File: src/rtl/core/dfpd_pkg.sv
// Shared types, constants and helpers for the DLE-framed packet deframer.
package dfpd_pkg;

    localparam int MAX_FRAME_BYTES = 256;
    localparam int MIN_FRAME_BYTES = 5;
    localparam int TYPE_LIMIT      = 7;
    localparam int HEADER_BYTES    = 2;

    // Command queue between the front and back halves.
    localparam int Q_DEPTH = 4;
    localparam int Q_AW    = $clog2(Q_DEPTH);

    // Configuration port.
    localparam int PADDR_W = 5;
    localparam int PDATA_W = 32;

    localparam logic [2:0] REG_HEAD_DLE   = 3'd0;
    localparam logic [2:0] REG_HEAD_SOM   = 3'd1;
    localparam logic [2:0] REG_TAIL_DLE   = 3'd2;
    localparam logic [2:0] REG_TAIL_EOF   = 3'd3;
    localparam logic [2:0] REG_LONG_LEN   = 3'd4;
    localparam logic [2:0] REG_SHORT_LEN  = 3'd5;
    localparam logic [2:0] REG_TIMEOUT    = 3'd6;

    // Frame status codes.
    localparam logic [2:0] ST_OPEN     = 3'd0;
    localparam logic [2:0] ST_GOOD     = 3'd1;
    localparam logic [2:0] ST_BAD_TAIL = 3'd2;
    localparam logic [2:0] ST_TYPE_ERR = 3'd3;
    localparam logic [2:0] ST_TIMEOUT  = 3'd4;

    typedef struct packed {
        logic       req_type;
        logic [7:0] rx_byte;
    } t_in_item;

    typedef struct packed {
        logic       out_valid;
        logic [7:0] out_byte;
        logic [7:0] byte_index;
        logic [2:0] frame_status;
        logic       last_of_run;
    } t_out_item;

    typedef struct packed {
        logic [7:0] head_dle_value;
        logic [7:0] head_som_value;
        logic [7:0] tail_dle_value;
        logic [7:0] tail_eof_value;
        logic [8:0] long_frame_len;
        logic [8:0] short_frame_len;
        logic [7:0] timeout_ticks;
    } t_cfg;

    // One command per input item that gives any result. A header command
    // expands into two results in the back half.
    typedef struct packed {
        logic       hdr;
        logic       out_valid;
        logic [7:0] out_byte;
        logic [7:0] byte_index;
        logic [2:0] frame_status;
    } t_cmd;

    typedef struct packed {
        logic push;
        t_cmd cmd;
    } t_push;

    typedef struct packed {
        logic full;
        logic empty;
        t_cmd head;
    } t_q_status;

    function automatic logic [8:0] clamp_len(input logic [8:0] len);
        logic [8:0] res;
        if (len < 9'(MIN_FRAME_BYTES)) begin
            res = 9'(MIN_FRAME_BYTES);
        end else if (len > 9'(MAX_FRAME_BYTES)) begin
            res = 9'(MAX_FRAME_BYTES);
        end else begin
            res = len;
        end
        return res;
    endfunction

endpackage

File: src/rtl/core/dfpd_front.sv
// Front half: accepts bytes and ticks, tracks the frame and issues commands.
module dfpd_front (
    input  logic               i_clk,
    input  logic               i_rst_n,
    input  dfpd_pkg::t_cfg     i_cfg,
    input  logic               i_in_valid,
    input  dfpd_pkg::t_in_item i_in_item,
    input  logic               i_q_full,
    output dfpd_pkg::t_push    o_push
);

    typedef enum logic [1:0] {
        PH_HUNT,
        PH_SOM,
        PH_TYPE,
        PH_BODY
    } t_phase;

    t_phase     r_phase, n_phase;
    logic [8:0] r_len, n_len;
    logic [7:0] r_pos, n_pos;
    logic [7:0] r_tc, n_tc;
    logic       r_tail, n_tail;

    logic       accept;
    logic [7:0] b;
    logic [7:0] tc_inc;
    logic       tail_n;
    logic       good;
    logic [8:0] pos9;

    assign accept = i_in_valid & ~i_q_full;
    assign b      = i_in_item.rx_byte;
    assign pos9   = {1'b0, r_pos};
    assign tc_inc = (r_tc == 8'hFF) ? r_tc : r_tc + 8'd1;

    always_comb begin
        n_phase = r_phase;
        n_len   = r_len;
        n_pos   = r_pos;
        n_tc    = r_tc;
        n_tail  = r_tail;
        o_push  = '0;
        tail_n  = r_tail;
        good    = 1'b0;
        if (accept) begin
            if (i_in_item.req_type) begin
                if (r_phase == PH_TYPE || r_phase == PH_BODY) begin
                    if (tc_inc >= i_cfg.timeout_ticks) begin
                        n_phase = PH_HUNT;
                        n_len   = '0;
                        n_pos   = '0;
                        n_tc    = '0;
                        n_tail  = 1'b0;
                        o_push.push = 1'b1;
                        o_push.cmd.frame_status = dfpd_pkg::ST_TIMEOUT;
                    end else begin
                        n_tc = tc_inc;
                    end
                end
            end else begin
                unique case (r_phase)
                    PH_HUNT: begin
                        if (b == i_cfg.head_dle_value) begin
                            n_phase = PH_SOM;
                        end
                    end
                    PH_SOM: begin
                        if (b == i_cfg.head_som_value) begin
                            n_phase = PH_TYPE;
                            n_tc    = '0;
                            o_push.push          = 1'b1;
                            o_push.cmd.hdr       = 1'b1;
                            o_push.cmd.out_valid = 1'b1;
                            o_push.cmd.out_byte  = b;
                        end else begin
                            n_phase = PH_HUNT;
                        end
                    end
                    PH_TYPE: begin
                        o_push.push = 1'b1;
                        if (b != 8'd0 && b < 8'(dfpd_pkg::TYPE_LIMIT)) begin
                            n_len   = dfpd_pkg::clamp_len(b[0] ? i_cfg.long_frame_len
                                                               : i_cfg.short_frame_len);
                            n_pos   = 8'(dfpd_pkg::HEADER_BYTES + 1);
                            n_tail  = 1'b0;
                            n_phase = PH_BODY;
                            o_push.cmd.out_valid  = 1'b1;
                            o_push.cmd.out_byte   = b;
                            o_push.cmd.byte_index = 8'(dfpd_pkg::HEADER_BYTES);
                        end else begin
                            n_phase = PH_HUNT;
                            n_len   = '0;
                            n_pos   = '0;
                            n_tc    = '0;
                            n_tail  = 1'b0;
                            o_push.cmd.frame_status = dfpd_pkg::ST_TYPE_ERR;
                        end
                    end
                    PH_BODY: begin
                        if (pos9 == r_len - 9'd2) begin
                            tail_n = (b == i_cfg.tail_dle_value);
                        end
                        o_push.push           = 1'b1;
                        o_push.cmd.out_valid  = 1'b1;
                        o_push.cmd.out_byte   = b;
                        o_push.cmd.byte_index = r_pos;
                        if (pos9 >= r_len - 9'd1) begin
                            good    = tail_n & (b == i_cfg.tail_eof_value);
                            n_phase = PH_HUNT;
                            n_len   = '0;
                            n_pos   = '0;
                            n_tc    = '0;
                            n_tail  = 1'b0;
                            o_push.cmd.frame_status = good ? dfpd_pkg::ST_GOOD
                                                           : dfpd_pkg::ST_BAD_TAIL;
                        end else begin
                            n_tail = tail_n;
                            n_pos  = r_pos + 8'd1;
                        end
                    end
                    default: begin
                        n_phase = PH_HUNT;
                    end
                endcase
            end
        end
    end

    always_ff @(posedge i_clk) begin
        if (!i_rst_n) begin
            r_phase <= PH_HUNT;
            r_len   <= '0;
            r_pos   <= '0;
            r_tc    <= '0;
            r_tail  <= 1'b0;
        end else begin
            r_phase <= n_phase;
            r_len   <= n_len;
            r_pos   <= n_pos;
            r_tc    <= n_tc;
            r_tail  <= n_tail;
        end
    end

endmodule

File: src/rtl/core/dfpd_queue.sv
// Short command queue that decouples the front and back halves.
module dfpd_queue (
    input  logic                i_clk,
    input  logic                i_rst_n,
    input  dfpd_pkg::t_push     i_push,
    input  logic                i_pop,
    output dfpd_pkg::t_q_status o_status
);

    dfpd_pkg::t_cmd r_mem [dfpd_pkg::Q_DEPTH];

    logic [dfpd_pkg::Q_AW-1:0] r_wr_ptr, r_rd_ptr;
    logic [dfpd_pkg::Q_AW:0]   r_count, n_count;
    logic                      do_push, do_pop;

    assign o_status.full  = (r_count == (dfpd_pkg::Q_AW+1)'(dfpd_pkg::Q_DEPTH));
    assign o_status.empty = (r_count == '0);
    assign o_status.head  = r_mem[r_rd_ptr];

    assign do_push = i_push.push & ~o_status.full;
    assign do_pop  = i_pop & ~o_status.empty;

    always_comb begin
        n_count = r_count;
        if (do_push && !do_pop) begin
            n_count = r_count + 1'b1;
        end else if (do_pop && !do_push) begin
            n_count = r_count - 1'b1;
        end
    end

    always_ff @(posedge i_clk) begin
        if (do_push) begin
            r_mem[r_wr_ptr] <= i_push.cmd;
        end
    end

    always_ff @(posedge i_clk) begin
        if (!i_rst_n) begin
            r_wr_ptr <= '0;
            r_rd_ptr <= '0;
            r_count  <= '0;
        end else begin
            r_count <= n_count;
            if (do_push) begin
                r_wr_ptr <= r_wr_ptr + 1'b1;
            end
            if (do_pop) begin
                r_rd_ptr <= r_rd_ptr + 1'b1;
            end
        end
    end

    a_count_bound: assert property (@(posedge i_clk) disable iff (!i_rst_n)
        r_count <= (dfpd_pkg::Q_AW+1)'(dfpd_pkg::Q_DEPTH))
        else $error("queue count above depth");

    a_no_push_full: assert property (@(posedge i_clk) disable iff (!i_rst_n)
        !(i_push.push && o_status.full))
        else $error("command pushed into a full queue");

    a_no_pop_empty: assert property (@(posedge i_clk) disable iff (!i_rst_n)
        !(i_pop && o_status.empty))
        else $error("command popped from an empty queue");

endmodule

File: src/rtl/core/dfpd_back.sv
// Back half: turns queued commands into result items through an output register.
module dfpd_back (
    input  logic                i_clk,
    input  logic                i_rst_n,
    input  dfpd_pkg::t_cfg      i_cfg,
    input  dfpd_pkg::t_q_status i_q,
    output logic                o_pop,
    output logic                o_out_valid,
    input  logic                i_out_stall,
    output dfpd_pkg::t_out_item o_out_item
);

    logic                r_valid, n_valid;
    logic                r_phase, n_phase;
    dfpd_pkg::t_out_item r_item, n_item;
    logic                load;

    assign load = ~r_valid | ~i_out_stall;

    always_comb begin
        n_valid = r_valid;
        n_phase = r_phase;
        n_item  = r_item;
        o_pop   = 1'b0;
        if (load) begin
            n_valid = ~i_q.empty;
            if (!i_q.empty) begin
                if (i_q.head.hdr && !r_phase) begin
                    // First half of a header: the head escape at position 0.
                    n_phase = 1'b1;
                    n_item  = '{out_valid: 1'b1, out_byte: i_cfg.head_dle_value,
                                byte_index: 8'd0, frame_status: dfpd_pkg::ST_OPEN,
                                last_of_run: 1'b0};
                end else if (i_q.head.hdr) begin
                    n_phase = 1'b0;
                    o_pop   = 1'b1;
                    n_item  = '{out_valid: 1'b1, out_byte: i_q.head.out_byte,
                                byte_index: 8'd1, frame_status: dfpd_pkg::ST_OPEN,
                                last_of_run: 1'b1};
                end else begin
                    o_pop  = 1'b1;
                    n_item = '{out_valid: i_q.head.out_valid, out_byte: i_q.head.out_byte,
                               byte_index: i_q.head.byte_index,
                               frame_status: i_q.head.frame_status, last_of_run: 1'b1};
                end
            end
        end
    end

    always_ff @(posedge i_clk) begin
        if (!i_rst_n) begin
            r_valid <= 1'b0;
            r_phase <= 1'b0;
        end else begin
            r_valid <= n_valid;
            r_phase <= n_phase;
        end
    end

    always_ff @(posedge i_clk) begin
        r_item <= n_item;
    end

    assign o_out_valid = r_valid;
    assign o_out_item  = r_item;

    a_hdr_first: assert property (@(posedge i_clk) disable iff (!i_rst_n)
        r_valid && !r_item.last_of_run |-> r_item.byte_index == 8'd0
            && r_item.out_byte == i_cfg.head_dle_value && r_phase)
        else $error("non-final result is not the head escape");

    a_hdr_pending: assert property (@(posedge i_clk) disable iff (!i_rst_n)
        r_phase |-> !i_q.empty && i_q.head.hdr)
        else $error("header half emitted without its command at the queue head");

    a_status_last: assert property (@(posedge i_clk) disable iff (!i_rst_n)
        r_valid && r_item.frame_status != dfpd_pkg::ST_OPEN |-> r_item.last_of_run)
        else $error("closing status on a non-final result");

endmodule

File: src/rtl/core/dle_framed_packet_deframer.sv
// Top level of the DLE-framed packet deframer: configuration registers and wiring.
// Path: an accepted item is written into the command queue, and its first result is then loaded
// from the queue head into the output register; the second result of a header item follows it.
// Throughput: one item per cycle while the command queue is not full; a header item gives two
// results, absorbed by the four-entry command queue between the front and back halves.
// Reset: synchronous, active low; returns the parser to hunting, empties the queue and
// loads the configuration registers with their documented defaults.
module dle_framed_packet_deframer (
    input  logic                           i_clk,
    input  logic                           i_rst_n,
    input  logic                           psel,
    input  logic                           penable,
    input  logic                           pwrite,
    input  logic [dfpd_pkg::PADDR_W-1:0]   paddr,
    input  logic [dfpd_pkg::PDATA_W-1:0]   pwdata,
    output logic [dfpd_pkg::PDATA_W-1:0]   prdata,
    output logic                           pready,
    input  logic                           i_in_valid,
    output logic                           o_in_stall,
    input  dfpd_pkg::t_in_item             i_in_item,
    output logic                           o_out_valid,
    input  logic                           i_out_stall,
    output dfpd_pkg::t_out_item            o_out_item
);

    dfpd_pkg::t_cfg      r_cfg;
    dfpd_pkg::t_push     push;
    dfpd_pkg::t_q_status q_status;
    logic                pop;
    logic                wr_en;
    logic [2:0]          reg_idx;

    assign pready  = 1'b1;
    assign wr_en   = psel & penable & pwrite;
    assign reg_idx = paddr[4:2];

    always_ff @(posedge i_clk) begin
        if (!i_rst_n) begin
            r_cfg.head_dle_value  <= 8'd16;
            r_cfg.head_som_value  <= 8'd2;
            r_cfg.tail_dle_value  <= 8'd16;
            r_cfg.tail_eof_value  <= 8'd3;
            r_cfg.long_frame_len  <= 9'd256;
            r_cfg.short_frame_len <= 9'd16;
            r_cfg.timeout_ticks   <= 8'd4;
        end else if (wr_en) begin
            unique case (reg_idx)
                dfpd_pkg::REG_HEAD_DLE:  r_cfg.head_dle_value  <= pwdata[7:0];
                dfpd_pkg::REG_HEAD_SOM:  r_cfg.head_som_value  <= pwdata[7:0];
                dfpd_pkg::REG_TAIL_DLE:  r_cfg.tail_dle_value  <= pwdata[7:0];
                dfpd_pkg::REG_TAIL_EOF:  r_cfg.tail_eof_value  <= pwdata[7:0];
                dfpd_pkg::REG_LONG_LEN:  r_cfg.long_frame_len  <= pwdata[8:0];
                dfpd_pkg::REG_SHORT_LEN: r_cfg.short_frame_len <= pwdata[8:0];
                dfpd_pkg::REG_TIMEOUT:   r_cfg.timeout_ticks   <= pwdata[7:0];
                default: begin
                end
            endcase
        end
    end

    always_comb begin
        unique case (reg_idx)
            dfpd_pkg::REG_HEAD_DLE:  prdata = {24'd0, r_cfg.head_dle_value};
            dfpd_pkg::REG_HEAD_SOM:  prdata = {24'd0, r_cfg.head_som_value};
            dfpd_pkg::REG_TAIL_DLE:  prdata = {24'd0, r_cfg.tail_dle_value};
            dfpd_pkg::REG_TAIL_EOF:  prdata = {24'd0, r_cfg.tail_eof_value};
            dfpd_pkg::REG_LONG_LEN:  prdata = {23'd0, r_cfg.long_frame_len};
            dfpd_pkg::REG_SHORT_LEN: prdata = {23'd0, r_cfg.short_frame_len};
            dfpd_pkg::REG_TIMEOUT:   prdata = {24'd0, r_cfg.timeout_ticks};
            default:                 prdata = '0;
        endcase
    end

    assign o_in_stall = q_status.full;

    dfpd_front u_front (
        .i_clk      (i_clk),
        .i_rst_n    (i_rst_n),
        .i_cfg      (r_cfg),
        .i_in_valid (i_in_valid),
        .i_in_item  (i_in_item),
        .i_q_full   (q_status.full),
        .o_push     (push)
    );

    dfpd_queue u_queue (
        .i_clk    (i_clk),
        .i_rst_n  (i_rst_n),
        .i_push   (push),
        .i_pop    (pop),
        .o_status (q_status)
    );

    dfpd_back u_back (
        .i_clk       (i_clk),
        .i_rst_n     (i_rst_n),
        .i_cfg       (r_cfg),
        .i_q         (q_status),
        .o_pop       (pop),
        .o_out_valid (o_out_valid),
        .i_out_stall (i_out_stall),
        .o_out_item  (o_out_item)
    );

endmodule

File: config.mk
export PLATFORM = sky130hd
export DESIGN_NAME = dle_framed_packet_deframer
export DESIGN_NICKNAME = d
export VERILOG_FILES = /design/src/rtl/core/dfpd_pkg.sv /design/src/rtl/core/dfpd_front.sv /design/src/rtl/core/dfpd_queue.sv /design/src/rtl/core/dfpd_back.sv /design/src/rtl/core/dle_framed_packet_deframer.sv
export SDC_FILE = /design/constraint.sdc
export NUM_CORES = 1
export LEC_CHECK = 0
export ABC_AREA = 0
export ABC_CLOCK_PERIOD_IN_PS = 5900
export BUFFER_PORTS_ARGS = -buffer_cell sky130_fd_sc_hd__buf_2
export CAP_MARGIN = 10
export CORE_ASPECT_RATIO = 0.7
export CORE_MARGIN = 2
export CORE_UTILIZATION = 60
export CTS_BUF_LIST = sky130_fd_sc_hd__clkbuf_4 sky130_fd_sc_hd__clkbuf_8
export CTS_CLUSTER_SIZE = 20
export DETAILED_ROUTE_END_ITERATION = 12
export PLACE_DENSITY = 0.8
export SKIP_CTS_REPAIR_TIMING = 1
export SLEW_MARGIN = 20
export SYNTH_ARGS = -nofsm -noshare
export SYNTH_HDL_FRONTEND = slang
export SYNTH_HIERARCHICAL = 1
export SYNTH_SLANG_ARGS = --single-unit
File: constraint.sdc
create_clock -name i_clk -period 5.9 [get_ports i_clk]
set_input_delay 0 -clock i_clk [delete_from_list [all_inputs] [get_ports i_clk]]
set_output_delay 0 -clock i_clk [all_outputs]
set_load 0.02 [all_outputs]
Word-level counts from Yosys, hierarchy flattened

Memory sizes are Yosys's and may differ from the RTL's. A register that Yosys moved wholly into a read port is not among the register bits.
Cells that the tools add are included.

Register bits: 116
RAM bits: 84
Input bits: 53
Output and inout port bits: 56
Word-level logic and storage cells: 172
Memories kept: 1

Memory list:

| name          | words | width | rd ports | clocked after Yosys merged registers in | write ports | line             | RTL |
|---|---|---|---|---|---|---|---|
| u_queue.r_mem | 4     | 21    | 1        | 1                                       | 1           | dfpd_queue.sv:10 | `dfpd_pkg::t_cmd r_mem [dfpd_pkg::Q_DEPTH];` |

Add/subtract/negate cells: 8
Order comparisons: 5
Equality and inequality tests: 22
Multiplexer cells: 71
Bitwise gates (word level): 11
Reductions and logical operators: 31

Operators with widths:

| cell                | number |
|---|---|
| $mux 8              | 11 |
| $mux 9              | 8 |
| $pmux 9 s7          | 1 |
| $eq 8x8->1          | 4 |
| $pmux 9 s3          | 1 |
| $mux 2              | 12 |
| $pmux 8 s3          | 1 |
| $mux 22             | 1 |
| $pmux 11 s2         | 1 |
| $mux 20             | 1 |
| $mux 1              | 19 |
| $mux 18             | 1 |
| $mux 3              | 6 |
| $pmux 9 s2          | 1 |
| $mux 17             | 1 |
| $add 8x1->8 const B | 2 |
| $pmux 8 s2          | 1 |
| $reduce_and 2->1    | 8 |
| $eq 3x3->1 const B  | 4 |
| $mux 12             | 1 |
| $mux 11             | 1 |
| $reduce_and 5->1    | 2 |
| $eq 8x9->1          | 1 |
| $ge 8x9->1          | 1 |
| other kinds (35)    | 58 |

Depth between registers and ports, before layout

Word-level depth: 17
Depth in mapped cells: 21
Mapped depth without buffers: 19

By module

The synthesis kept the hierarchy.

Modules (own cells, without submodules):

| module                     | times used | cells each | area each (µm²) | sequential area each (µm²) |
|---|---|---|---|---|
| dfpd_queue                 | 1          | 157        | 3,517.1         | 2,702.6 |
| dfpd_front                 | 1          | 410        | 3,196.8         | 560.5 |
| dle_framed_packet_deframer | 1          | 299        | 2,895.3         | 1,161.1 |
| dfpd_back                  | 1          | 55         | 959.7           | 670.6 |

Least setup slack after synthesis

OpenSTA, ideal clock, no wires.

Kind: reg2reg
From: reg u_front.r_tc[0]
To: reg u_queue/r_count[2] (netlist name)
Library setup time: 0.070 ns
Arrival time: 3.825 ns
Data required time: 5.830 ns
Path slack: 2.005 ns
Cell stages (with the launch flop): 21
Path buffers: 2
Clock period less this slack: 3.895 ns
Path through: dfxtp_1 -> ha_1 -> and3_1 -> nand3_1 -> mux2_2 -> ha_1 -> a21o_1 -> a211o_1 -> a21oi_2 -> buf_2 -> nand2_1 -> a21oi_1 -> nor2_1 -> nor2b_1 -> buf_6 -> ha_1 -> inv_1 -> fa_1 -> xor2_1 -> or3_1 -> a21boi_1

RTL lines:

| what                     | line              | RTL |
|---|---|---|
| start: declaration       | dfpd_front.sv:22  | `logic [7:0] r_tc, n_tc;` |
| start signal: assignment | dfpd_front.sv:141 | `r_tc <= n_tc;` |
| end signal: assignment   | dfpd_queue.sv:44  | `r_count <= n_count;` |
| end: declaration         | dfpd_queue.sv:13  | `logic [dfpd_pkg::Q_AW:0] r_count, n_count;` |

==> results.py <==
metrics = {
    "sta": {
        "relSlewSlack_pct": 23.50,
        "max_freq_mhz": 214.3,
        "clock_skew_ps": 19.48,
        "drv_slew": 0,
        "setup_viol": 0,
        "period_share_pct": 79.11,
        "rsz0062_at_grt": "false",
        "fin_crit_ps": 4667,
        "setup_ws_ps": 1233,
        "tns_ps": 0,
        "worstMarginPinSlew_ps": 1147,
        "hold_slack_ps": -58.60,
        "finalHoldViolations": 2,
    },
    "cts": {
        "cts_tree": "built",
        "htree_levels": 1,
        "cts_max_path_buffers": 3,
        "cts_buffers": 30,
        "clk_pin_slew_ps": 80,
        "clock-sinks": 202,
        "cts_root_buf": "clkbuf_8",
        "clk_latency_ps": 580,
    },
    "yosys": {
        "yosys-top-cells-count": "edfxtp_1, dfxtp_1, nand2_1",
        "seq_area_frac_synth_pct": 48.21,
        "synth_async_sr_flop_share_pct": 0,
        "syn_area_um2": 10570,
        "synthCells": 921,
        "avgSynthCellArea_um2": 11.48,
        "synth_top_area_share_pct": 29.83,
        "synth_edf_count": 105,
        "ys_ff_latch": 202,
        "synth.area.top_cells": "edfxtp_1, dfxtp_1, mux2i_1",
        "synth.distinct_cells": 91,
        "yosys.area.top_type": "edfxtp_1",
        "synth.most_common_cell": "edfxtp_1",
        "synth_warnings": 6,
        "ys.flop_type": "edfxtp_1",
    },
    "floorplan": {
        "die_w_um": 162.6,
        "dieArea_um2": 18710,
        "core_um2": 17220,
        "die_y_um": 115.0,
        "initial_utilization_pct": 61.39,
        "fp-row-count": 40,
        "pin_count": 109,
    },
    "setup_path": {
        "slowest_stage": "a21oi_2",
        "critPathMaxStageDelay_ps": 470,
        "arrival_ps": 5160,
        "path_buf_inv": 1,
        "cpLargestDelayFamily": "compound AO/OA/AOI/OAI gates",
        "critPathKind": "register to register",
        "cp_common_cell": "ha_1",
        "critPathMaxFanout": 12,
        "worstSetupEndpointType": "register",
        "crit_chain": "ha_1 > and3_1 > nand3_1 > mux2_2 > ha_1 > a21o_1 > a211o_1 > a21oi_2 > nand2_1 > a21oi_1 > nor2_1 > nor2b_1 > ha_1 > inv_1 > fa_1 > xor2_1 > or3_1 > a21boi_1",
        "cp-start-kind": "register",
        "required_ps": 6400,
    },
    "grt": {
        "grt_pass1_wl_mm": 37.32,
        "grt-ovfl-total": 0,
        "gr-usage-met1_pct": 39.39,
        "grt_most_used_layer": "met1",
        "first_global_vias": 6823,
        "antenna_found_initial": 0,
        "met3_usage_pct": 5.808,
        "grt_usage_pct": 25.76,
        "grt_util_met2_pct": 38.35,
        "grt_start_max_net_pins": 95,
    },
    "cells_and_area": {
        "fin_nets": 1065,
        "fillers": 1273,
        "diodes": 0,
        "multiInputGateArea_um2": 4908,
        "regArea_um2": 5095,
        "drive_above_1_share_pct": 19.41,
        "layout-area-overhead-vs-synth_pct": 9.814,
        "fin_area_um2": 11610,
    },
    "power_and_ir_drop": {
        "vdd_drop_max_v": 0.0001434,
        "leakage_nw": 4.368,
        "power_per_cell_area_nw_per_um2": 240.1,
        "totalPowerFinal_mw": 2.787,
    },
    "placed_design": {
        "place_area_um2": 10730,
        "dp_hpwl_mm": 16.55,
        "gp_congestion": 0.8926,
        "io_buffers": 59,
        "place_ws_ps": 1333,
    },
    "route": {
        "avgRoutedWirePerCell_um": 19.70,
        "final_antenna_net_count": 0,
        "drc": 0,
        "drtPass1Iterations": 5,
        "vias_per_cell": 5.985,
        "first_iter_violations": 709,
        "routed_wl_mm": 24.45,
        "vias": 7427,
    },
    "outcome": {
        "violations": "negative hold slack",
        "outcome": "finished with violations",
    },
    "job": {
        "drv_cap": 0,
    },
    "min_path": {
        "min_path_type": "input pin to register",
    },
}
## final cells by class
type	count	area share (%)
multi-input combinational	635	42.29
timing repair buffer	87	4.873
clock buffer	49	5.056
inverter	30	0.9702
clock inverter	7	0.4204
sequential	202	43.90
tap	231	2.490
## final timing paths
kind	from	endpoint	slack [ps]	depth (start not counted)
hold reg to reg	u_front/r_tail	u_front/r_tail	460	2
setup / recovery	u_front/r_tc[0]	u_queue/r_count[2]	1230	18
setup reg to reg	u_front/r_tc[0]	u_queue/r_count[2]	1230	18
hold / removal	psel	r_cfg[25]	-60	4
## per-stage QoR
step / instances / utilization (%) / hold WS [ps]
after CTS: 1217 / 66.01 / -322.3
after floorplan: 943 / - / 142.1
after global routing: 1241 / 67.41 / 1.205
after detailed placement: 1161 / 62.32 / 277.7
after global placement: 1161 / 62.32 / 263.5
final: 1241 / 67.41 / -58.60
## cells in the final DEF, fill, tap and decap left out, types with 5 or more instances in the layout
cell           Yosys  routed
nand2_1           86      86
o221a_2            5       5
nor2_1            23      23
conb_1             2      24
nor4_1             6       6
xnor2_1           42      42
clkbuf_4           0      14
xor2_1            13      13
dlygate4sd3_1      0      24
dfxtp_1           97      97
nand3_1           11      11
inv_1             29      29
and2_1            17      16
a21oi_1           32      31
mux2_4             8       8
nand3b_1           5       5
nand2b_1           9       9
clkinv_2           0       5
a31o_2             5       5
mux4_2            21      21
ha_1              25      25
nor3_2             5       5
buf_2             15      59
and3_1            12      12
nand4_1           16      16
a31oi_1            7       7
nor2b_1           29      29
a221oi_1           5       5
clkbuf_8           1      35
edfxtp_1         105     105
o21ai_0           34      34
mux2_2             5       5
mux2i_1           85      85
nor3_1            16      16
or4_1              7       7
## per-layer routing
metal | up-vias | wire length (µm)
met1 | 3591 | 11030
met3 | 38 | 2291
met2 | 334 | 10740
met5 | - | 0
met4 | 0 | 390
li1 | 3464 | -
## flip-flops by register name, indices dropped and copies added, names as in the netlist, named ones only
register,count
u_front/r_tc,8
u_queue/r_wr_ptr,2
u_front/r_pos,8
u_queue/r_mem,84
u_back/o_out_item,21
u_queue/r_rd_ptr,2
u_front/r_phase,2
u_front/r_tail,1
u_front/r_len,9
r_cfg,58
u_back/r_phase,1
u_back/o_out_valid,1
u_queue/r_count,3
## power breakdown
part / switching [mW] / leakage [nW] / total, mW / internal (mW)
sequential: 0.00345 / 1.77 / 1.47 / 1.47
combinational: 0.0936 / 2.25 / 0.141 / 0.0470
clock: 0.545 / 0.343 / 1.18 / 0.633
## tightest hold or removal path, delay by kind of cell
family                 cells  cell delay (ps)
AOI/OAI and AO/OA          2              180
and+or+nand+nor            1              170
buffers and inverters      1              130
## cells by family (layout without fill, tap and decap cells)
group	after synthesis	in the layout	share of synthesized area [%]
other cells	2	24	0.07106
buf+inv	106	173	6.180
compound gates	135	135	8.689
flops	202	202	48.21
simple gates	275	275	14.80
mux	119	119	14.19
fa+ha+maj	26	26	3.149
xor+xnor	56	56	4.712
No activity file was read; power rests on OpenSTA's default activity.
